<file path="config.mk">
export PLATFORM = sky130hd
export DESIGN_NAME = lbdi_queue
export DESIGN_NICKNAME = d
export VERILOG_FILES = /design/src/assert_macros.svh /design/src/lbdi_pkg.sv /design/src/lbdi_queue.sv
export SDC_FILE = /design/constraint.sdc
export NUM_CORES = 1
export LEC_CHECK = 0
export ABC_AREA = 1
export BUFFER_PORTS_ARGS = -buffer_cell sky130_fd_sc_hd__clkbuf_2
export CORE_ASPECT_RATIO = 1.5
export CORE_UTILIZATION = 51
export CTS_CLUSTER_SIZE = 40
export DETAILED_ROUTE_END_ITERATION = 7
export PLACE_DENSITY = 0.86
export SLEW_MARGIN = 20
export SYNTH_ARGS = -nofsm -noshare
export SYNTH_HDL_FRONTEND = slang
export SYNTH_SLANG_ARGS = --single-unit
</file>
<file path="constraint.sdc">
create_clock -name clk -period 1.7 [get_ports clk]
set_input_delay 0.17 -clock clk [delete_from_list [all_inputs] [get_ports clk]]
set_output_delay 0.17 -clock clk [all_outputs]
set_load 0.05 [all_outputs]
</file>
<file path="src/assert_macros.svh">
// Assertion macros used by the top level of the line blend deinterlacer.
// Depends on nothing; the assertions compile away when SYNTHESIS is set.
`ifndef ASSERT_MACROS_SVH
`define ASSERT_MACROS_SVH
`ifndef SYNTHESIS
// Check a property on every rising edge, skipped while in reset.
`define ASSERT_CLK(lbl, ck, rs, prop) \
  lbl: assert property (@(posedge ck) disable iff (rs) (prop)) \
    else $error("line blend deinterlacer: assertion failed");
// Check that a condition never holds.
`define ASSERT_NEVER(lbl, ck, rs, cond) \
  `ASSERT_CLK(lbl, ck, rs, !(cond))
`else
`define ASSERT_CLK(lbl, ck, rs, prop)
`define ASSERT_NEVER(lbl, ck, rs, cond)
`endif
`endif

</file>
<file path="src/lbdi_pkg.sv">
// Package of the line blend deinterlacer: sizes, register codes, types, blend.
// No dependencies; every RTL file of the block but lbdi_ram imports it.
`timescale 1ns / 1ps
`default_nettype none
package lbdi_pkg;

  localparam int MAX_LINE_WIDTH   = 1024;
  localparam int PAL_FIX_PERIOD   = 25;
  localparam int MAX_FRAME_HEIGHT = 4096;

  localparam int COL_W = $clog2(MAX_LINE_WIDTH);
  localparam int WID_W = COL_W + 1;
  localparam int ROW_W = 12;
  localparam int HGT_W = 13;
  localparam int PER_W = 5;
  localparam int PER_MAX = 31;

  localparam int PIX_W      = 32;
  localparam int LW_W       = 11;
  localparam int FH_W       = 13;
  localparam int CFG_IDX_W  = 2;
  localparam int CFG_DATA_W = 13;

  localparam logic [PIX_W-1:0] BYTE_HALF_MASK = 32'hfefe_fefe;

  localparam int QUEUE_DEPTH = 4;
  localparam int QPTR_W = $clog2(QUEUE_DEPTH);
  localparam int QCNT_W = QPTR_W + 1;

  localparam logic [CFG_IDX_W-1:0] REG_LINE_WIDTH   = 2'd0;
  localparam logic [CFG_IDX_W-1:0] REG_FRAME_HEIGHT = 2'd1;
  localparam logic [CFG_IDX_W-1:0] REG_PAL_FIX      = 2'd2;

  localparam logic [LW_W-1:0] LINE_WIDTH_RESET   = 11'd640;
  localparam logic [FH_W-1:0] FRAME_HEIGHT_RESET = 13'd480;

  // Which pixel a source pixel is blended with.
  typedef enum logic [1:0] {
    SEL_SELF,
    SEL_ABOVE,
    SEL_TWO
  } sel_t;

  typedef struct packed {
    logic [COL_W-1:0] col;
    sel_t             sel;
    logic             last;
  } cmd_t;

  typedef struct packed {
    logic [PIX_W-1:0] pixel;
    logic             last;
  } res_t;

  typedef struct packed {
    logic             we;
    logic [COL_W-1:0] addr;
    logic [PIX_W-1:0] prev_data;
    logic [PIX_W-1:0] older_data;
  } wr_t;

  // Halve each byte and add; no carry can cross a byte boundary.
  function automatic logic [PIX_W-1:0] blend(input logic [PIX_W-1:0] a,
                                             input logic [PIX_W-1:0] b);
    blend = ((a & BYTE_HALF_MASK) >> 1) + ((b & BYTE_HALF_MASK) >> 1);
  endfunction

endpackage
`default_nettype wire

</file>
<file path="src/lbdi_queue.sv">
// Short result queue between the back end and the output channel.
// Depends on lbdi_pkg for depth and result type.
`timescale 1ns / 1ps
`default_nettype none
module lbdi_queue (
  input  wire logic                         clk,
  input  wire logic                         rst,
  input  wire logic                         push,
  input  wire lbdi_pkg::res_t               push_data,
  input  wire logic                         out_ready,
  output logic                              out_valid,
  output lbdi_pkg::res_t                    head,
  output logic [lbdi_pkg::QCNT_W-1:0]       count
);
  import lbdi_pkg::*;

  res_t              mem [QUEUE_DEPTH];
  logic [QPTR_W-1:0] wr_ptr, rd_ptr;
  logic              pop;

  assign out_valid = (count != '0);
  assign head      = mem[rd_ptr];
  assign pop       = out_valid && out_ready;

  always_ff @(posedge clk) begin
    if (push) begin
      mem[wr_ptr] <= push_data;
    end
  end

  always_ff @(posedge clk) begin
    if (rst) begin
      wr_ptr <= '0;
      rd_ptr <= '0;
      count  <= '0;
    end else begin
      if (push) begin
        wr_ptr <= wr_ptr + QPTR_W'(1);
      end
      if (pop) begin
        rd_ptr <= rd_ptr + QPTR_W'(1);
      end
      count <= count + QCNT_W'(push) - QCNT_W'(pop);
    end
  end

endmodule
`default_nettype wire
</file>
==> impl_metrics.ini, run 1 <==
[routing]
wire_per_inst_um = 22.8
drc_errors = 0
drt-vias-per-instance = 5.84
ant_nets = 0
drt_iter0_drc = 397
via_count = 3957
first_pass_iters = 5
wirelength_mm = 15.4

[outcome]
outcome = finished, violations left
violations = setup timing

[clock_tree]
cts.clk_slew.worst_paths_ps = 70
cts_made_buffers = 17
cts-root-buf = clkbuf_16
worstSkewPairLatency_ps = 420
cts_tree = built
clockBufferDepth = 2
cts_sinks = 141
htreeDepth = 4

[synthesis]
synth_most_common_cell = edfxtp_1
synth-compound-area-share_pct = 10.8
synthAdderAreaFrac_pct = 1.77
syn-num-nets = 424
synth_simple_gate_area_share_pct = 6.12
syn_area_per_cell_um2 = 14.2
synthXorXnorAreaFrac_pct = 0
synth.largest_area_cell = edfxtp_1
synthTopCellsByArea = edfxtp_1 74%, nor2_1 5.1%, o21ai_0 4.7%
yosysWarnings = 0
ys_top_cells_by_count = 132 x edfxtp_1, 73 x nor2_1, 50 x o21ai_0
ys_seq_area_share_pct = 77.0
netlist_instances = 380
yosysTopAreaCellShare_pct = 73.7
synth_top_family_by_area = compound AO/OA/AOI/OAI gates
synth_area_um2 = 5380
synth_mux_area_share_pct = 0
netlist-cell-type-count = 19
synth-seq-cells = 141
ys.flop_type = edfxtp_1
synth_edf_count = 132
async_flop_share_pct = 0

[sta]
rsz0062_at_grt = true
slew_viol_final = 0
period_needed_ps = 1880
max_freq_mhz = 532
final_hold_viol_count = 0
timing.slew.headroom_pct = 78.2
tightest_slew_ps = 323
fin_ws_ps = -179
fin_skew_ps = 8.49
setup_viol = 33
fin_crit_sh_pct = 111

[layout]
finalNetCount = 567
diodes = 0
drive_above_1_share_pct = 38.8
area_delta_synth_final_pct = 45.9
fillerInstances = 502
final_area_um2 = 7850
final_cells = 677

[critical_path]
crit_path_end_kind = output pin
cp-start-kind = register
crit_arrival_ps = 1710
r2r_setup_slack_ps = 0
required_ps = 1530
critPathKind = reg2out
cp_max_fo = 8

[grt]
grt_overflow = 0
grt_pass1_vias = 3836
grt_util_all_layers_pct = 25.6
antenna_found_initial = 0
grt_pass1_wl_mm = 20.2
grt_max_degree = 34

[die]
core-area_um2 = 10200
die_h_um = 128
start_util_pct = 52.8
dieArea_um2 = 11000
pin_count = 74
rows = 45
die_x_um = 85.9

[power]
clock_power_share_pct = 28.0
p_switching_mw = 4.75
power_density_nw_per_um2 = 1610
vdd_drop_max_mv = 1.25
comb_power_share_pct = 39.3
seqPwrFrac_pct = 32.7
leakagePower_nw = 2.93
swShare_pct = 37.5
total_power_mw = 12.7
p_int_mw = 7.91

[placement]
place.gp.congestion = 0.738
hpwl_mm = 6.87
pre_cts_ws_ps = -40.0
dp_cells = 594
postPlaceCellArea_um2 = 5970
portBuffers = 73

[worst_hold_path]
hp-class = in2reg

[job]
cap_violations = 0
-- timing repair --
| action | 4_1_cts | 5_1_grt |
|---|---|---|
| endpoints found under the setup margin | 35 | 35 |
| endpoints found under the hold margin | 134 | 0 |
| resized for setup | 125 | 89 |
| gates cloned | 3 | 6 |
| hold buffers | 34 | 0 |
| buffers inserted | 4 | 4 |
| pin swaps | 6 | 24 |
-- through the flow --
| stage | utilization, % | setup TNS, ps | hold WS (ps) |
|---|---|---|---|
| 2_1_floorplan | - | -16.5 | 232 |
| 3_3_place_gp | 58.6 | 0 | 354 |
| 3_5_place_dp | 58.6 | -79.6 | 361 |
| 4_1_cts | 72.4 | -1630 | 47.6 |
| 5_1_grt | 77.0 | -4660 | 82.5 |
| 6_report | 77.0 | -3390 | 48.4 |
-- critical path, stage by stage, from the launching register on --
cell       delay (ps)
dfxtp_4           420
buf_12            170
clkbuf_16         190
o21ai_4            80
o22ai_2           240
buf_8             180
-- routing by layer --
metal | track usage, % | share of wire (%)
met1 | 29.0 | 35
met2 | 44.3 | 52
met3 | 6.50 | 7.7
met4 | 13.2 | 4.8
met5 | 0 | 0
-- power by group through the flow --
stage	clock network (mW)	registers, mW	logic [mW]
after CTS	3.51	4.13	4.07
after global routing	3.70	4.15	5.12
after global placement	0	4.15	3.03
after detailed placement	0	4.17	3.12
final	3.55	4.14	4.97
after floorplan	0	4.25	2.30
-- kinds of logic after synthesis --
logic type,after synthesis
flops,141
compound gates,107
simple gates,87
buf+inv,38
fa+ha+maj,7
-- state kept, by name, indices dropped and copies added (netlist names), named ones only --
name and cells:
rd_ptr 2, wr_ptr 2, mem 132, count 3
-- cells in the final DEF, fill, tap and decap left out, types with 5 or more instances in the layout --
master / instances
o21ai_0: 8
o21ai_4: 6
inv_1: 15
dlygate4sd3_1: 34
ha_1: 5
buf_8: 22
o22ai_2: 23
o21ai_2: 16
nand2_1: 12
inv_6: 6
nor2_2: 8
buf_6: 5
clkbuf_2: 40
o21ai_1: 38
buf_4: 18
clkbuf_16: 22
nor2_1: 63
clkbuf_8: 11
o22ai_1: 10
edfxtp_1: 132
a21oi_1: 5
buf_12: 6
-- worst paths after layout --
kind | from | end | cells past startpoint
setup / recovery | register | head[25] | 5
hold / removal | out_ready | rd_ptr[0]$_SDFFE_PP0P_ | 3
setup reg to reg | count[1]$_SDFF_PP0_ | count[1]$_SDFF_PP0_ | 8
hold reg to reg | rd_ptr[0]$_SDFFE_PP0P_ | rd_ptr[0]$_SDFFE_PP0P_ | 2
-- final cells by class --
cell class / count / area (um^2) / area share (%)
Sequential cell: 141 / 4160 / 53.0
Timing Repair Buffer: 144 / 1540 / 19.6
Multi-Input combinational cell: 201 / 1320 / 16.8
Clock buffer: 17 / 425 / 5.42
Tap cell: 141 / 176 / 2.25
Clock inverter: 15 / 146 / 1.86
Inverter: 18 / 82.6 / 1.05
(Power assumes the default switching activity.)
==> inputs of run 2 (changes only) <==
--- a/config.mk
+++ b/config.mk
@@ -8,6 +8,7 @@
 export ABC_AREA = 1
 export BUFFER_PORTS_ARGS = -buffer_cell sky130_fd_sc_hd__clkbuf_2
 export CORE_ASPECT_RATIO = 1.5
+export CORE_MARGIN = 3
 export CORE_UTILIZATION = 51
 export CTS_CLUSTER_SIZE = 40
 export DETAILED_ROUTE_END_ITERATION = 7
==> run 2 against run 1 <==
Compared with the run above:
- the run still ends with setup timing left
- critical path type unchanged
- die area up 7.9%
- critical path depth did not move
- combinational power fell by 3%
- register-to-register slack worse by 40 ps
- critical endpoint is now head[9]
- worst setup slack improved by 14 ps
- largest cell class unchanged
==> impl_metrics.ini, run 2 (synthesis gave the netlist of run 1 again) <==
[layout]
final_cells = 676
multiInputGateArea_um2 = 1310
top_register = mem
reg_top3 = mem x132, count x3
finalCoreUtilization_pct = 76.9
ff_latch_area_um2 = 4160
finalNetCount = 565
drive_above_1_share_pct = 38.6
final_common_cell = edfxtp_1
final_area_um2 = 7840
largest_register_ff_count = 132
fillerInstances = 530
area_delta_synth_final_pct = 45.7
layout_common_cells = 132 x edfxtp_1, 58 x nor2_1, 40 x clkbuf_2, 34 x o21ai_1, 34 x dlygate4sd3_1

[clock_tree]
cts_tree = built
htreeDepth = 4
cts_made_buffers = 17
cts.clk_slew.worst_paths_ps = 60
clockBufferDepth = 2
cts_sinks = 141
worstSkewPairLatency_ps = 410
cts-root-buf = clkbuf_16

[sta]
max_freq_mhz = 536
slew_viol_final = 0
final_hold_viol_count = 0
setup_viol = 33
fin_ws_ps = -165
fin_crit_sh_pct = 110
timing.slew.headroom_pct = 78.0
fin_skew_ps = 5.99
period_needed_ps = 1870
tightest_slew_ps = 327
rsz0062_at_grt = true

[power]
leakagePower_nw = 2.91
power_density_nw_per_um2 = 1610
total_power_mw = 12.6
vdd_drop_max_mv = 1.18

[placement]
pre_cts_ws_ps = -94.6
hpwl_mm = 7.05
portBuffers = 73
place.gp.congestion = 0.774
postPlaceCellArea_um2 = 6020
dp_cells = 597

[grt]
antenna_found_initial = 1
grt_max_degree = 26
grt_pass1_vias = 3886
grt_util_all_layers_pct = 21.6
grt_pass1_wl_mm = 19.5
grt_overflow = 0

[die]
rows = 45
core-area_um2 = 10200
die_x_um = 89.9
die_h_um = 132
start_util_pct = 52.8
pin_count = 74
dieArea_um2 = 11800

[routing]
wire_per_inst_um = 21.1
wl_met1_mm = 5.14
met2_length_mm = 7.77
via_count = 3741
drt-vias-per-instance = 5.53
first_pass_iters = 5
dr_wl_met3_um = 803
ant_nets = 0
highest_layer = met4
drt_iter0_drc = 380
wirelength_mm = 14.2
drc_errors = 0

[worst_hold_path]
hp-class = in2reg
hp-start = out_ready

[critical_path]
r2r-start = count[2]$_SDFF_PP0_
cp_cell_sequence = buf_12 -> buf_6 -> o21ai_1 -> o22ai_1 -> clkbuf_8
critPathSlowestCell = dfxtp_4
cp-start-kind = register
crit_arrival_ps = 1700
required_ps = 1530
crit_path_end_kind = output pin
cp_max_fo = 6
cpPeakStageDelay_ps = 470
critPathKind = reg2out

[outcome]
violations = setup timing
outcome = finished, violations left

[job]
cap_violations = 0
==> run 2: changes by cell type in the layout (fill, tap and decap cells not counted), moves of 4 or more <==
cell,before,now
o21ai_0,8,19
buf_4,18,13
nor2_1,63,58
clkbuf_8,11,15
o21ai_1,38,34
o21ai_2,16,12
==> run 2: repair_timing <==
item | 4_1_cts | 5_1_grt
pin swaps | 6 | 18
gates resized for setup | 116 | 92
endpoints found under the setup margin | 35 | 35
cloned | 2 | 3
hold buffers | 34 | 0
endpoints found under the hold margin | 134 | 0
buffers inserted | 1 | 6
==> run 2: critical path, delay by kind of cell (launching register included) <==
kind,cells,cell delay (ps)
AOI/OAI and AO/OA,2,310
DFF,1,470
buffers and inverters,3,490
==> run 2: final cells by class <==
class / instances / share of cell area [%]
Sequential cell: 141 / 53.1
Timing Repair Buffer: 142 / 19.4
Multi-Input combinational cell: 201 / 16.7
Clock buffer: 17 / 5.43
Tap cell: 141 / 2.25
Clock inverter: 15 / 2.06
Inverter: 18 / 0.990
Antenna cell: 1 / 0.0319
==> run 2: metal layers <==
metal / vias to the layer above / track usage, %
met5: - / 0
met3: 46 / 5.37
met2: 157 / 39.1
li1: 1693 / -
met1: 1845 / 23.6
met4: 0 / 10.1
==> run 2: path summary, 6_finish.rpt <==
| check | end | slack [ps] | cells past startpoint |
|---|---|---|---|
| hold / removal | register | 60 | 3 |
| setup / recovery | head[9] | -170 | 5 |
| setup reg to reg | count[1]$_SDFF_PP0_ | -40 | 8 |
| hold reg to reg | register | 520 | 2 |
==> run 2: stage by stage <==
| stage | TNS, ps | hold slack (ps) |
|---|---|---|
| floorplan | -16.5 | 232 |
| global placement | 0 | 353 |
| detailed placement | -156 | 368 |
| CTS | -956 | 30.2 |
| global route | -4150 | 94.4 |
| finish | -2300 | 64.1 |
==> run 2: power by group <==
group | internal (mW) | total, mW | switching (mW)
clock | 2.18 | 3.65 | 1.47
sequential | 4.02 | 4.16 | 0.139
combinational | 1.90 | 4.80 | 2.89
total | 8.10 | 12.6 | 4.50
==> inputs of run 3 (changes only) <==
--- a/config.mk
+++ b/config.mk
@@ -5,14 +5,13 @@
 export SDC_FILE = /design/constraint.sdc
 export NUM_CORES = 1
 export LEC_CHECK = 0
-export ABC_AREA = 1
 export BUFFER_PORTS_ARGS = -buffer_cell sky130_fd_sc_hd__clkbuf_2
-export CORE_ASPECT_RATIO = 1.5
 export CORE_MARGIN = 3
 export CORE_UTILIZATION = 51
 export CTS_CLUSTER_SIZE = 40
 export DETAILED_ROUTE_END_ITERATION = 7
 export PLACE_DENSITY = 0.86
+export RECOVER_POWER = 50
 export SLEW_MARGIN = 20
 export SYNTH_ARGS = -nofsm -noshare
 export SYNTH_HDL_FRONTEND = slang
==> run 3 against run 2 <==
Compared with the run above:
- the run still ends with setup timing left
- routed wire length shrank 36%
- area after synthesis shrank 1.9%
- maximum frequency shrank 5.6%
- critical endpoint is now head[13]
- core utilization shrank 4.6 points
- non-clock buffer count shrank 21
==> impl_metrics.ini, run 3 <==
[power]
leakagePower_nw = 2.46
clock_power_share_pct = 33.4
power_density_nw_per_um2 = 1590
p_switching_mw = 3.24
total_power_mw = 11.4
p_int_mw = 8.15
swShare_pct = 28.4
vdd_drop_max_mv = 0.766
seqPwrFrac_pct = 36.2
comb_power_share_pct = 30.4

[critical_path]
required_ps = 1530
cp_cell_sequence = buf_12 -> mux4_2 -> buf_8
cp-start-kind = register
cpPeakStageDelay_ps = 550
crit_path_end_kind = output pin
crit_arrival_ps = 1810
critPathKind = reg2out
cp_max_fo = 8
critPathSlowestCell = mux4_2

[grt]
grt_max_degree = 34
grt_overflow = 0
grt_util_all_layers_pct = 17.4
grt_pass1_vias = 2783
antenna_found_initial = 1
grt_pass1_wl_mm = 14.7

[die]
pin_count = 74
core-area_um2 = 9910
dieArea_um2 = 11600
die_h_um = 108
start_util_pct = 53.3
die_x_um = 108
rows = 36

[placement]
dp_cells = 425
hpwl_mm = 5.23
postPlaceCellArea_um2 = 5850
portBuffers = 73
place.gp.congestion = 0.672

[sta]
timing.slew.headroom_pct = 66.1
fin_crit_sh_pct = 116
rsz0062_at_grt = true
tightest_slew_ps = 509
period_needed_ps = 1980
max_freq_mhz = 506
final_hold_viol_count = 0
fin_ws_ps = -275
setup_tns_ps = -8310
setup_viol = 35
slew_viol_final = 0
fin_skew_ps = 13.3

[layout]
drive_above_1_share_pct = 35.5
fillerInstances = 617
final_area_um2 = 7170
final_cells = 495
finalNetCount = 393
area_delta_synth_final_pct = 35.8
largest_register_ff_count = 132
reg_top3 = mem x132, count x3
top_register = mem
final_common_cell = edfxtp_1
layout_common_cells = 132 x edfxtp_1, 36 x clkbuf_1, 34 x dlygate4sd3_1, 34 x buf_8, 33 x mux4_2

[clock_tree]
cts_made_buffers = 17
cts-root-buf = clkbuf_8
clockBufferDepth = 2
worstSkewPairLatency_ps = 510
htreeDepth = 4
cts_sinks = 141
cts_tree = built
cts.clk_slew.worst_paths_ps = 60

[synthesis]
synth.largest_area_cell = edfxtp_1
netlist_instances = 218
synthTopCellsByArea = edfxtp_1 75%, mux4_2 13%, dfxtp_1 3.4%
synth_edf_count = 132
ys_seq_area_share_pct = 78.5
syn-num-nets = 262
async_flop_share_pct = 0
yosysWarnings = 0
syn_area_per_cell_um2 = 24.2
synth_most_common_cell = edfxtp_1
netlist-cell-type-count = 21
synth_area_um2 = 5280
ys.flop_type = edfxtp_1
yosysTopAreaCellShare_pct = 75.1
ys_top_cells_by_count = 132 x edfxtp_1, 30 x mux4_2, 9 x dfxtp_1
synth-seq-cells = 141

[worst_hold_path]
hp-class = in2reg

[outcome]
outcome = finished, violations left
violations = setup timing

[routing]
drc_errors = 0
wirelength_mm = 9.16
wire_per_inst_um = 18.5
via_count = 2581
first_pass_iters = 4
drt_iter0_drc = 121
ant_nets = 0
drt-vias-per-instance = 5.21

[job]
cap_violations = 0
-- run 3: cell types whose count changed after synthesis, sizes merged, moves of 4 or more --
cell   previous run  this run
nor2             73         5
o21ai            68         0
mux4              0        33
o22ai            33         0
inv              18         6
nand2            12         0
buf              17         7
a21oi             5         0
and2              0         4
nor2b             0         4
-- run 3: area by class of cell --
cell class,count,area [um^2],share of cell area [%]
clock buffer,20,425,5.94
tap,133,166,2.32
timing repair buffer,121,1180,16.4
sequential,141,4150,58.0
clock inverter,11,193,2.69
multi-input combinational,62,1030,14.3
antenna,1,2.50,0.0349
inverter,6,22.5,0.314
-- run 3: worst paths after layout --
kind | start | endpoint | slack, ps | cells past startpoint
worst min register to register | wr_ptr[1]$_SDFFE_PP0P_ | wr_ptr[1]$_SDFFE_PP0P_ | 560 | 2
worst max-delay path | register | head[13] | -280 | 3
worst min-delay path | push | wr_ptr[0]$_SDFFE_PP0P_ | 30 | 3
worst max register to register | count[2]$_SDFF_PP0_ | count[2]$_SDFF_PP0_ | -70 | 7
-- run 3: kinds of logic (layout without fill, tap and decap cells) --
kind of cell             Yosys count  count (layout)  synth area share, %
flip-flops                       141             141                 78.5
XOR/XNOR                           2               2                0.616
multiplexers                      37              37                 15.1
AND/OR/NAND/NOR                   14              14                 1.42
other                              0               1                    0
adder cells (fa/ha/maj)            7               7                 1.80
buffers and inverters             15             158                 2.20
AO/OA/AOI/OAI                      2               2                0.332
-- run 3: critical path, delay by kind of cell (launching register included) --
family   cells  cell delay (ps)
flops        1              410
buf+inv      2              340
mux          1              550
-- run 3: power by group through the flow --
stage               clock [mW]  sequential [mW]  combinational, mW
detailed placement           0             4.18               2.66
CTS                       3.87             4.13               3.40
finish                    3.80             4.12               3.46
global route              4.01             4.14               3.65
floorplan                    0             4.26               2.03
global placement             0             4.16               2.62
-- run 3: metal layers --
metal  wire length [um]  global-route usage (%)  vias up
met1               3800                    22.4     1317
met3                484                    4.08       10
met5                  0                       0        -
met2               4740                    28.1       88
met4                138                    8.57        0
li1                   -                       -     1166
-- run 3: through the flow --
step / hold slack [ps] / setup WS (ps) / util, %
floorplan: 269 / -171 / -
global placement: 384 / -67.2 / 59.0
detailed placement: 395 / -94.0 / 59.0
CTS: 16.4 / -388 / 72.8
global route: 78.2 / -337 / 72.3
finish: 31.1 / -275 / 72.3
-- run 3: timing repair --
item | CTS | global route
pin swaps | 2 | 1
cloned | 2 | 0
endpoints found under the setup margin | 135 | 36
buffers inserted | 3 | 2
endpoints found under the hold margin | 137 | 0
resized for setup | 79 | 36
hold buffers | 34 | 0
