### src/assert_macros.svh
// Assertion macros used by the top level of the line blend deinterlacer.
// Depends on nothing; the assertions compile away when SYNTHESIS is set.
`ifndef ASSERT_MACROS_SVH
`define ASSERT_MACROS_SVH
`ifndef SYNTHESIS
// Check a property on every rising edge, skipped while in reset.
`define ASSERT_CLK(lbl, ck, rs, prop) \
  lbl: assert property (@(posedge ck) disable iff (rs) (prop)) \
    else $error("line blend deinterlacer: assertion failed");
// Check that a condition never holds.
`define ASSERT_NEVER(lbl, ck, rs, cond) \
  `ASSERT_CLK(lbl, ck, rs, !(cond))
`else
`define ASSERT_CLK(lbl, ck, rs, prop)
`define ASSERT_NEVER(lbl, ck, rs, cond)
`endif
`endif

### src/lbdi_pkg.sv
// Package of the line blend deinterlacer: sizes, register codes, types, blend.
// No dependencies; every RTL file of the block but lbdi_ram imports it.
`timescale 1ns / 1ps
`default_nettype none
package lbdi_pkg;

  localparam int MAX_LINE_WIDTH   = 1024;
  localparam int PAL_FIX_PERIOD   = 25;
  localparam int MAX_FRAME_HEIGHT = 4096;

  localparam int COL_W = $clog2(MAX_LINE_WIDTH);
  localparam int WID_W = COL_W + 1;
  localparam int ROW_W = 12;
  localparam int HGT_W = 13;
  localparam int PER_W = 5;
  localparam int PER_MAX = 31;

  localparam int PIX_W      = 32;
  localparam int LW_W       = 11;
  localparam int FH_W       = 13;
  localparam int CFG_IDX_W  = 2;
  localparam int CFG_DATA_W = 13;

  localparam logic [PIX_W-1:0] BYTE_HALF_MASK = 32'hfefe_fefe;

  localparam int QUEUE_DEPTH = 4;
  localparam int QPTR_W = $clog2(QUEUE_DEPTH);
  localparam int QCNT_W = QPTR_W + 1;

  localparam logic [CFG_IDX_W-1:0] REG_LINE_WIDTH   = 2'd0;
  localparam logic [CFG_IDX_W-1:0] REG_FRAME_HEIGHT = 2'd1;
  localparam logic [CFG_IDX_W-1:0] REG_PAL_FIX      = 2'd2;

  localparam logic [LW_W-1:0] LINE_WIDTH_RESET   = 11'd640;
  localparam logic [FH_W-1:0] FRAME_HEIGHT_RESET = 13'd480;

  // Which pixel a source pixel is blended with.
  typedef enum logic [1:0] {
    SEL_SELF,
    SEL_ABOVE,
    SEL_TWO
  } sel_t;

  typedef struct packed {
    logic [COL_W-1:0] col;
    sel_t             sel;
    logic             last;
  } cmd_t;

  typedef struct packed {
    logic [PIX_W-1:0] pixel;
    logic             last;
  } res_t;

  typedef struct packed {
    logic             we;
    logic [COL_W-1:0] addr;
    logic [PIX_W-1:0] prev_data;
    logic [PIX_W-1:0] older_data;
  } wr_t;

  // Halve each byte and add; no carry can cross a byte boundary.
  function automatic logic [PIX_W-1:0] blend(input logic [PIX_W-1:0] a,
                                             input logic [PIX_W-1:0] b);
    blend = ((a & BYTE_HALF_MASK) >> 1) + ((b & BYTE_HALF_MASK) >> 1);
  endfunction

endpackage
`default_nettype wire

### src/lbdi_back.sv
// Back end: holds the pixel during the line store read, forwards a store
// write to the same column, blends and updates both stores; uses lbdi_pkg.
`timescale 1ns / 1ps
`default_nettype none
module lbdi_back (
  input  wire logic                        clk,
  input  wire logic                        rst,
  input  wire logic                        take,
  input  wire lbdi_pkg::cmd_t              cmd,
  input  wire logic [lbdi_pkg::PIX_W-1:0]  pixel_in,
  input  wire logic [lbdi_pkg::PIX_W-1:0]  rd_prev,
  input  wire logic [lbdi_pkg::PIX_W-1:0]  rd_older,
  output lbdi_pkg::wr_t                    wr,
  output logic                             push,
  output lbdi_pkg::res_t                   res
);
  import lbdi_pkg::*;

  logic             s1_valid;
  logic [PIX_W-1:0] s1_px;
  cmd_t             s1_cmd;
  logic             s1_fwd;
  logic [PIX_W-1:0] fwd_prev;
  logic [PIX_W-1:0] fwd_older;

  logic [PIX_W-1:0] above, two, other;

  always_comb begin
    // The store read misses a write made at the same edge: take the bypass.
    above = s1_fwd ? fwd_prev : rd_prev;
    two   = s1_fwd ? fwd_older : rd_older;
    unique case (s1_cmd.sel)
      SEL_SELF:  other = s1_px;
      SEL_TWO:   other = two;
      SEL_ABOVE: other = above;
      default:   other = above;
    endcase

    wr.we         = s1_valid;
    wr.addr       = s1_cmd.col;
    wr.prev_data  = s1_px;
    wr.older_data = above;

    push      = s1_valid;
    res.pixel = blend(s1_px, other);
    res.last  = s1_cmd.last;
  end

  always_ff @(posedge clk) begin
    if (rst) begin
      s1_valid <= 1'b0;
      s1_fwd   <= 1'b0;
    end else begin
      s1_valid <= take;
      if (take) begin
        s1_fwd <= s1_valid && (s1_cmd.col == cmd.col);
      end
    end
  end

  always_ff @(posedge clk) begin
    if (take) begin
      s1_px     <= pixel_in;
      s1_cmd    <= cmd;
      fwd_prev  <= s1_px;
      fwd_older <= above;
    end
  end

endmodule
`default_nettype wire

### config.mk
export PLATFORM = sky130hd
export DESIGN_NAME = lbdi_back
export DESIGN_NICKNAME = d
export VERILOG_FILES = /design/src/assert_macros.svh /design/src/lbdi_pkg.sv /design/src/lbdi_back.sv
export SDC_FILE = /design/constraint.sdc
export NUM_CORES = 1
export LEC_CHECK = 0
export BUFFER_PORTS_ARGS = -buffer_cell sky130_fd_sc_hd__buf_2
export CELL_PAD_IN_SITES_DETAIL_PLACEMENT = 1
export CELL_PAD_IN_SITES_GLOBAL_PLACEMENT = 2
export CORE_MARGIN = 1.5
export CORE_UTILIZATION = 31
export CTS_CLUSTER_DIAMETER = 30
export DETAILED_ROUTE_END_ITERATION = 6
export PLACE_DENSITY_LB_ADDON = 0.1
export SYNTH_ARGS = -nofsm -noshare
export SYNTH_HDL_FRONTEND = slang
export SYNTH_SLANG_ARGS = --single-unit
export TNS_END_PERCENT = 20
### constraint.sdc
create_clock -name clk -period 3.24 [get_ports clk]
set_input_delay 0.162 -clock clk [delete_from_list [all_inputs] [get_ports clk]]
set_output_delay 0.162 -clock clk [all_outputs]
set_load 0.01 [all_outputs]
==> run_results.csv, run 1 <==
group,metric,value,unit
run_status,status,"complete, no violations",
worst_setup_path,r2r_end,"fwd_older[30]",
place,gp_congestion,0.750,
clocking,numCtsBuffers,9,
drt,drt_wl_total,16300,µm
yosys,synth_cell_type_count,33,
layout,drive_above_1_share,39.6,%
clocking,cts_tree,"yes",
place,portBuffers,216,
yosys,synthesis.area,5830,µm²
worst_setup_path,cp.required,3.08,ns
sta,fin_tns_setup,0,ns
flow_run,maxCapViolations,0,
sta,fin_skew,0.00762,ns
sta,hold_viol,0,
clocking,clk_pin_slew,0.08,ns
layout,multi_input_area,2360,µm²
yosys,synth.yosys.seq_area_share,54.8,%
yosys,syn_inst,454,
yosys,yosysWarnings,0,
clocking,clk_latency,0.36,ns
floorplan,floorplan.initialDensity,32.0,%
sta,fmax,0.323,GHz
layout,seq_area,3200,µm²
pwr,peakVddDrop,259,µV
place,placed_area,7080,µm²
worst_setup_path,path_class,"flip-flop to output pin",
floorplan,die_x,140,µm
worst_hold_path,hold_depth,2,
drt,vias,4503,
worst_setup_path,cp-end-kind,"output pin",
global_routing,grt_overflow_total,0,
pwr,leakage,3.28,nW
worst_setup_path,worst_setup_path_start_kind,"flip-flop",
layout,instances_no_fill,947,
sta,relSlewSlack,67.0,%
global_routing,grt_max_degree,34,
yosys,ys_ff_latch,107,
worst_hold_path,worst_hold_startpoint,"rd_prev[22]",
clocking,cts_buffer_depth,2,
floorplan,core,18200,µm²
worst_setup_path,rr_startpoint,"s1_fwd",
sta,finalCriticalPeriod,3.09,ns
layout,final_common_cell,"buf_2",
layout,final_nets,857,
drt,ant_nets,0,
drt,dr.pass1.iters,4,
clocking,cts_max_level,3,
worst_setup_path,critPathMaxFanout,5,
layout,final_cell_mix,"215 x buf_2, 105 x edfxtp_1, 66 x nand2_1",
floorplan,die_y,140,µm
place,dp.cells,881,
sta,finalCritPeriodShare,95.5,%
place,hpwl,12000,µm
sta,slew_viol_final,0,
global_routing,grt_pass1_vias,4890,
drt,drt_iter0_drc,148,
floorplan,die_area,19600,µm²
worst_setup_path,rr_worst_depth,3,
layout,num-fill-cells,2012,
worst_hold_path,min_to,"fwd_older[22]",
drt,routedWlPerCell,17.2,µm
worst_hold_path,hp-class,"primary input to flip-flop",
global_routing,grt_use_total,16.9,%
global_routing,grt_pass1_wl,25800,µm
worst_setup_path,arrival,2.93,ns
yosys,synth_nets,599,
layout,utilization,43.3,%
pwr,powerDensity,484,nW/µm²
drt,drc,0,
worst_setup_path,r2r_slack,1.87,ns
global_routing,antenna_found_initial,2,
floorplan,core.rowCount,49,
yosys,avgSynthCellArea,12.8,µm²
layout,area_growth_syn_to_layout,35.2,%
drt,routed_via_density,4.76,
clocking,cts_root_buf,"clkbuf_16",
clocking,clock-sinks,107,
sta,worstMarginPinSlew,0.494,ns
floorplan,io_pins,221,
sta,setup_violations,0,
layout,final_area,7880,µm²
sta,rsz0062_at_grt,"no",
-- power by group --
part | leakage [nW] | internal (W) | switching [W]
sequential | 1.04 | 0.00164 | 0.0000651
combinational | 2.10 | 0.000461 | 0.000538
clock | 0.142 | 0.000545 | 0.000570
total | 3.28 | 0.00264 | 0.00117
-- state kept, by name (all words and copies together), names as in the netlist --
register   count
fwd_older     28
fwd_prev      32
push           1
res            1
s1_cmd         2
s1_fwd         1
s1_px         32
wr            10
-- cells in the mapped netlist, drive strengths merged --
cell type	number	area share, %
a211oi	3	0.39
a21o	3	0.39
a21oi	20	1.7
a22o	1	0.15
buf	26	4.4
clkbuf	5	0.32
dfxtp	2	0.69
edfxtp	105	54
fa	4	1.4
ha	29	6.2
inv	4	0.26
mux2	32	7.9
mux2i	28	4.8
nand2	66	4.2
nand3	2	0.17
nand4	1	0.11
nor2	13	0.84
nor2b	5	0.54
nor3	1	0.086
nor4	1	0.11
o211ai	4	0.52
o21a	3	0.39
o21ai	63	5.4
o21bai	3	0.39
o31a	1	0.15
xnor2	19	2.9
xor2	10	1.5
-- how the worst max path moves through the flow --
stage | slack [ns] | end | startpoint | cells past startpoint
2_1_floorplan | 0.75 | res[7] | s1_fwd | 11
3_3_place_gp | 0.47 | res[31] | s1_fwd | 11
6_report | 0.15 | res[23] | s1_fwd | 12
4_1_cts | 0.05 | res[23] | s1_fwd | 11
3_5_place_dp | 0.45 | res[23] | s1_fwd | 11
5_1_grt | 0.0006 | res[7] | s1_fwd | 12
-- critical path, stage by stage (launching register included) --
cell	delay (ns)
dfxtp_4	0.39
buf_12	0.14
buf_4	0.14
mux2_4	0.31
nand2_1	0.07
o21ai_1	0.06
ha_1	0.26
fa_1	0.43
a21oi_1	0.20
o211ai_1	0.13
a21oi_1	0.18
xnor2_1	0.13
buf_2	0.15
-- area by class of cell --
cell class | instances | area share (%)
Clock inverter | 7 | 0.889
Antenna cell | 1 | 0.0318
Timing Repair Buffer | 278 | 21.9
Multi-Input combinational cell | 312 | 29.9
Sequential cell | 107 | 40.6
Inverter | 4 | 0.191
Clock buffer | 9 | 2.86
Tap cell | 229 | 3.64
-- repair_timing --
action / in CTS / in global routing
endpoints found under the setup margin: 0 / 5
endpoints found under the hold margin: 46 / 0
resized for setup: 0 / 3
hold buffers: 46 / 0
setup buffers: 0 / 3
-- through the flow --
step	hold slack [ns]	setup WS [ns]	total power, W
2_1_floorplan	0.246	0.755	0.00228
3_3_place_gp	0.339	0.471	0.00268
3_5_place_dp	0.340	0.446	0.00270
4_1_cts	0.112	0.0451	0.00388
5_1_grt	0.118	0.000613	0.00404
6_report	0.128	0.147	0.00382
-- logic make-up (layout without fill, tap and decap cells) --
| family | Yosys count | in the layout | share of synthesized area, % |
|---|---|---|---|
| buffers and inverters | 35 | 298 | 4.98 |
| adders and majority gates | 33 | 33 | 7.60 |
| other | 0 | 1 | 0 |
| muxes | 60 | 60 | 12.7 |
| AOI/OAI and AO/OA | 101 | 101 | 9.48 |
| DFF | 107 | 107 | 54.8 |
| and+or+nand+nor | 89 | 89 | 6.09 |
| xor gates and xnor gates | 29 | 29 | 4.36 |
-- routing by layer --
layer | share of wire (%) | global-route usage, % | vias to the layer above
met5 | 0.061 | 0 | -
met1 | 44 | 20.6 | 2174
met3 | 5.5 | 4.31 | 19
li1 | - | - | 2174
met4 | 1.7 | 5.32 | 2
met2 | 49 | 29.2 | 134
Note: power is estimated with default switching activity, not from simulation.
==> run 2, diff against run 1 <==
Settings changed: GPL_TIMING_DRIVEN set to 0, MAX_ROUTING_LAYER set to met4.
==> run 2 against run 1 <==
  * Final cell count increased by 1.8%
  * Die area did not move
  * Routed wire length grew 6.6%
  * Non-clock buffer count increased by 16
  * Clock power about the same
  * Hold slack lost 0.0062 ns
  * Fmax fell by 2.5%
  * Core utilization up 0.82 points
  * Via count is 1.7% higher
==> run_results.csv, run 2 (synthesized netlist as in run 1, its figures left out) <==
group,metric,value,unit
run_status,status,"complete, no violations",
sta,finalCritPeriodShare,97.9,%
layout,utilization,44.1,%
layout,area_growth_syn_to_layout,37.7,%
worst_setup_path,worst_setup_path_start_kind,"flip-flop",
clocking,clk_pin_slew,0.08,ns
drt,drt_iter0_drc,163,
place,post-place-ws,0.0292,ns
sta,setup_ws,0.0677,ns
floorplan,die_x,140,µm
worst_setup_path,cp.required,3.08,ns
floorplan,io_pins,221,
sta,hold_viol,0,
worst_setup_path,path_cells,"buf_8 -> buf_12 -> mux2i_1 -> nand2_1 -> o21ai_1 -> o21ai_1 -> ha_2 -> fa_1 -> a21oi_2 -> o211ai_1 -> a21oi_1 -> xnor2_1 -> buf_2",
place,portBuffers,216,
worst_setup_path,critPathMaxStageDelay,0.45,ns
clocking,clock-sinks,107,
floorplan,core,18200,µm²
sta,relSlewSlack,49.9,%
sta,rsz0062_at_grt,"yes",
floorplan,core.rowCount,49,
worst_setup_path,critPathSlowestCell,"fa_1",
clocking,cts_tree,"yes",
worst_setup_path,critical_path_buf_inv_count,3,
sta,slew_viol_final,0,
place,placed_area,7230,µm²
clocking,cts_setup_buffers,0,
layout,final_area,8030,µm²
layout,final_common_cell,"buf_2",
worst_setup_path,critPathLaunch,"s1_fwd",
clocking,cts_buffer_depth,2,
global_routing,antenna_found_initial,1,
place,hpwl,12500,µm
floorplan,floorplan.initialDensity,32.0,%
global_routing,grt_pass1_wl,27000,µm
sta,fin_skew,0.0140,ns
global_routing,grt_pass1_vias,4976,
drt,ant_nets,0,
clocking,clk_latency,0.37,ns
worst_setup_path,rr_startpoint,"s1_fwd",
worst_setup_path,critPathMaxFanout,10,
sta,fin_tns_setup,0,ns
worst_setup_path,arrival,3.01,ns
clocking,cts_root_buf,"clkbuf_16",
flow_run,maxCapViolations,0,
pwr,powerDensity,480,nW/µm²
pwr,peakVddDrop,284,µV
layout,final_cell_mix,"221 x buf_2, 105 x edfxtp_1, 66 x nand2_1",
drt,dr.pass1.iters,4,
pwr,leakage,3.35,nW
clocking,cts_max_level,3,
sta,fmax,0.315,GHz
place,gp_congestion,0.744,
global_routing,grt_use_total,18.5,%
worst_hold_path,worst_hold_startpoint,"rd_prev[21]",
sta,worstMarginPinSlew,0.751,ns
drt,routed_via_density,4.75,
layout,largestRegisters,"fwd_prev: 32 flops, s1_px: 32 flops, fwd_older: 28 flops",
global_routing,grt_max_degree,56,
drt,drc,0,
clocking,numCtsBuffers,9,
floorplan,die_area,19600,µm²
global_routing,grt_overflow_total,0,
drt,vias,4580,
drt,routedWlPerCell,18.0,µm
sta,setup_violations,0,
worst_setup_path,path_class,"flip-flop to output pin",
worst_setup_path,cp_top_family,"compound AO/OA/AOI/OAI gates",
floorplan,die_y,140,µm
worst_setup_path,cp_common_cell,"o21ai_1",
sta,finalCriticalPeriod,3.17,ns
worst_setup_path,cp-end-kind,"output pin",
pwr,total_power,0.00386,W
drt,drt_wl_total,17400,µm
layout,final_nets,873,
layout,drive_above_1_share,41.6,%
worst_hold_path,hp-class,"primary input to flip-flop",
-- run 2: metal layers --
layer / vias up / wire (µm) / global-route usage (%) / share of wire (%)
met5: - / 0 / - / 0
met4: 0 / 177 / 3.93 / 1.0
met3: 10 / 823 / 4.07 / 4.7
met2: 132 / 8450 / 30.6 / 49
met1: 2237 / 7910 / 23.3 / 46
li1: 2201 / - / - / -
-- run 2: power breakdown --
| group | switching [W] | leakage (nW) | total [W] | internal [W] |
|---|---|---|---|---|
| Combinational | 0.000562 | 2.17 | 0.00104 | 0.000480 |
| Clock | 0.000569 | 0.141 | 0.00111 | 0.000544 |
| Sequential | 0.0000626 | 1.04 | 0.00170 | 0.00164 |
| Total | 0.00119 | 3.35 | 0.00386 | 0.00266 |
-- run 2: repair_timing --
action                                  CTS  global route
resized for setup                        10            10
pin swaps                                 0             1
hold buffers                             46             0
endpoints found under the hold margin    46             0
endpoints found under the setup margin   11            10
cloned                                    0             0
-- run 2: worst register-to-register path: stages, from the launching register on --
cell and delay (ns):
dfxtp_1 0.34, buf_8 0.17, buf_12 0.18, mux2_4 0.34
-- run 2: final timing paths --
kind / slack, ns / end / depth (start not counted)
worst max-delay path: 0.07 / res[15] / 13
worst min-delay path: 0.12 / fwd_older[21] / 2
worst max register to register: 1.95 / fwd_older[31] / 3
worst min register to register: 0.46 / fwd_prev[24] / 0
-- run 2: cell type report --
cell class,count,area (µm²)
flip-flops and latches,107,3190
clock buffers,9,225
multi-input cells,312,2380
well taps,229,287
plain buffers,31,289
clock inverters,7,65.1
fillers,2007,10200
repair buffers,263,1570
diodes,2,5.00
inverters,4,15.0
-- run 2: per-stage QoR --
step	std cells	hold WS (ns)
floorplan	454	0.246
global placement	899	0.338
detailed placement	900	0.340
CTS	962	0.113
global route	963	0.111
finish	964	0.121
==> run 3, diff against run 2 <==
Clock period 3.24 ns to 3.1 ns, I/O delays scaled along.
==> run 3 against run 2 <==
  * Die area unchanged
  * Core utilization up 1.2 points
  * Sequential power up 5%
  * Clock power up 5%
  * Count of clock-buffer cells in the layout unchanged
  * Clock skew about the same
  * Via count up 1.8%
  * Sequential cell count unchanged
  * Non-clock buffer count up 19
  * Setup slack better by 0.065 ns
==> run_results.csv, run 3 (synthesized netlist as in run 1, its figures left out) <==
group,metric,value,unit
place,portBuffers,216,
layout,final_common_cell,"buf_2",
sta,fin_tns_setup,0,ns
layout,drive_above_1_share,44.0,%
sta,setup_violations,0,
sta,fin_skew,0.0138,ns
run_status,status,"complete, no violations",
global_routing,grt_pass1_wl,27100,µm
worst_hold_path,hp-class,"primary input to flip-flop",
global_routing,antenna_found_initial,1,
place,hpwl,12500,µm
drt,drt_iter0_drc,157,
layout,utilization,45.3,%
sta,hold_ws,0.115,ns
clocking,cts_tree,"yes",
worst_setup_path,cp-end-kind,"output pin",
place,placed_area,7230,µm²
layout,num-fill-cells,2024,
clocking,cts_max_level,3,
drt,routed_via_density,4.74,
drt,dr.pass1.iters,4,
global_routing,grt_use_total,18.6,%
sta,worstMarginPinSlew,0.768,ns
global_routing,grt_overflow_total,0,
sta,slew_viol_final,0,
layout,final_cell_mix,"219 x buf_2, 105 x edfxtp_1, 66 x nand2_1",
sta,finalCritPeriodShare,95.7,%
clocking,cts_root_buf,"clkbuf_16",
floorplan,die_x,140,µm
drt,drt_wl_total,17500,µm
drt,routedWlPerCell,17.8,µm
worst_setup_path,r2r_slack,1.62,ns
worst_setup_path,path_class,"flip-flop to output pin",
layout,final_nets,892,
pwr,powerDensity,492,nW/µm²
drt,drc,0,
drt,ant_nets,0,
floorplan,io_pins,221,
floorplan,die_area,19600,µm²
pwr,total_power,0.00405,W
floorplan,core.rowCount,49,
flow_run,maxCapViolations,0,
drt,vias,4662,
layout,area_growth_syn_to_layout,41.4,%
clocking,clk_latency,0.37,ns
floorplan,core,18200,µm²
sta,relSlewSlack,48.8,%
worst_setup_path,cp.required,2.94,ns
floorplan,floorplan.initialDensity,32.0,%
layout,largestRegisters,"fwd_prev: 32 flops, s1_px: 32 flops, fwd_older: 28 flops",
clocking,clock-sinks,107,
sta,hold_viol,0,
worst_setup_path,critPathMaxFanout,7,
sta,finalCriticalPeriod,2.97,ns
clocking,cts_buffer_depth,2,
clocking,clk_pin_slew,0.08,ns
place,gp_congestion,0.744,
global_routing,grt_max_degree,56,
worst_setup_path,worst_setup_path_start_kind,"flip-flop",
clocking,numCtsBuffers,9,
worst_setup_path,arrival,2.81,ns
pwr,leakage,3.46,nW
pwr,peakVddDrop,306,µV
global_routing,grt_pass1_vias,5009,
sta,fmax,0.337,GHz
floorplan,die_y,140,µm
layout,final_area,8250,µm²
-- run 3: cell count changes in the layout (fill, tap and decap cells not counted), moves of 2 or more --
cell	before	now
buf_6	0	2
buf_2	221	219
buf_4	14	33
fa_1	3	0
buf_12	6	8
fa_2	1	4
clkbuf_2	3	1
-- run 3: what timing repair did --
action	in CTS	in global routing
hold endpoints to repair	46	0
setup buffers	4	15
hold buffers	46	0
setup endpoints to repair	17	12
pin swaps	3	6
resized for setup	17	22
-- run 3: routing by layer --
layer | vias up | routed length (µm) | GRT usage [%]
li1 | 2238 | - | -
met1 | 2282 | 8040 | 23.3
met2 | 132 | 8480 | 30.8
met3 | 10 | 826 | 4.07
met4 | 0 | 176 | 3.93
met5 | - | 0 | -
-- run 3: through the flow --
| step | std cells | setup slack, ns |
|---|---|---|
| after global placement | 899 | -0.104 |
| after CTS | 966 | -0.0334 |
| after detailed placement | 900 | -0.104 |
| after floorplan | 454 | 0.622 |
| after global routing | 982 | -0.00915 |
| final | 983 | 0.133 |
-- run 3: critical path, cell delays in order, from the launching register on --
cell	delay, ns
dfxtp_2	0.34
buf_12	0.15
buf_12	0.12
mux2_4	0.31
nand2_1	0.07
o21ai_1	0.07
ha_2	0.23
fa_2	0.37
a21oi_2	0.15
o211ai_1	0.13
a21oi_2	0.18
xnor2_1	0.14
buf_2	0.18
-- run 3: where the power goes --
| group | switching [W] | internal (W) | total, W |
|---|---|---|---|
| combinational | 0.000592 | 0.000517 | 0.00111 |
| clock | 0.000597 | 0.000568 | 0.00117 |
| sequential | 0.0000660 | 0.00171 | 0.00178 |
-- run 3: final cells by class --
cell class	count	area (µm²)	share of cell area [%]
antenna	2	5.00	0.0607
buffer	31	309	3.75
clock buffer	9	225	2.73
clock inverter	7	65.1	0.789
inverter	4	15.0	0.182
multi-input combinational	312	2420	29.3
sequential	107	3190	38.7
tap	229	287	3.47
timing repair buffer	282	1730	21.0
-- run 3: worst paths after layout --
check | start | cells past startpoint | end
worst max-delay path | s1_fwd | 12 | res[31]
worst max register to register | s1_fwd | 5 | fwd_older[30]
worst min register to register | s1_px[24] | 0 | fwd_prev[24]
worst min-delay path | rd_prev[21] | 2 | fwd_older[21]
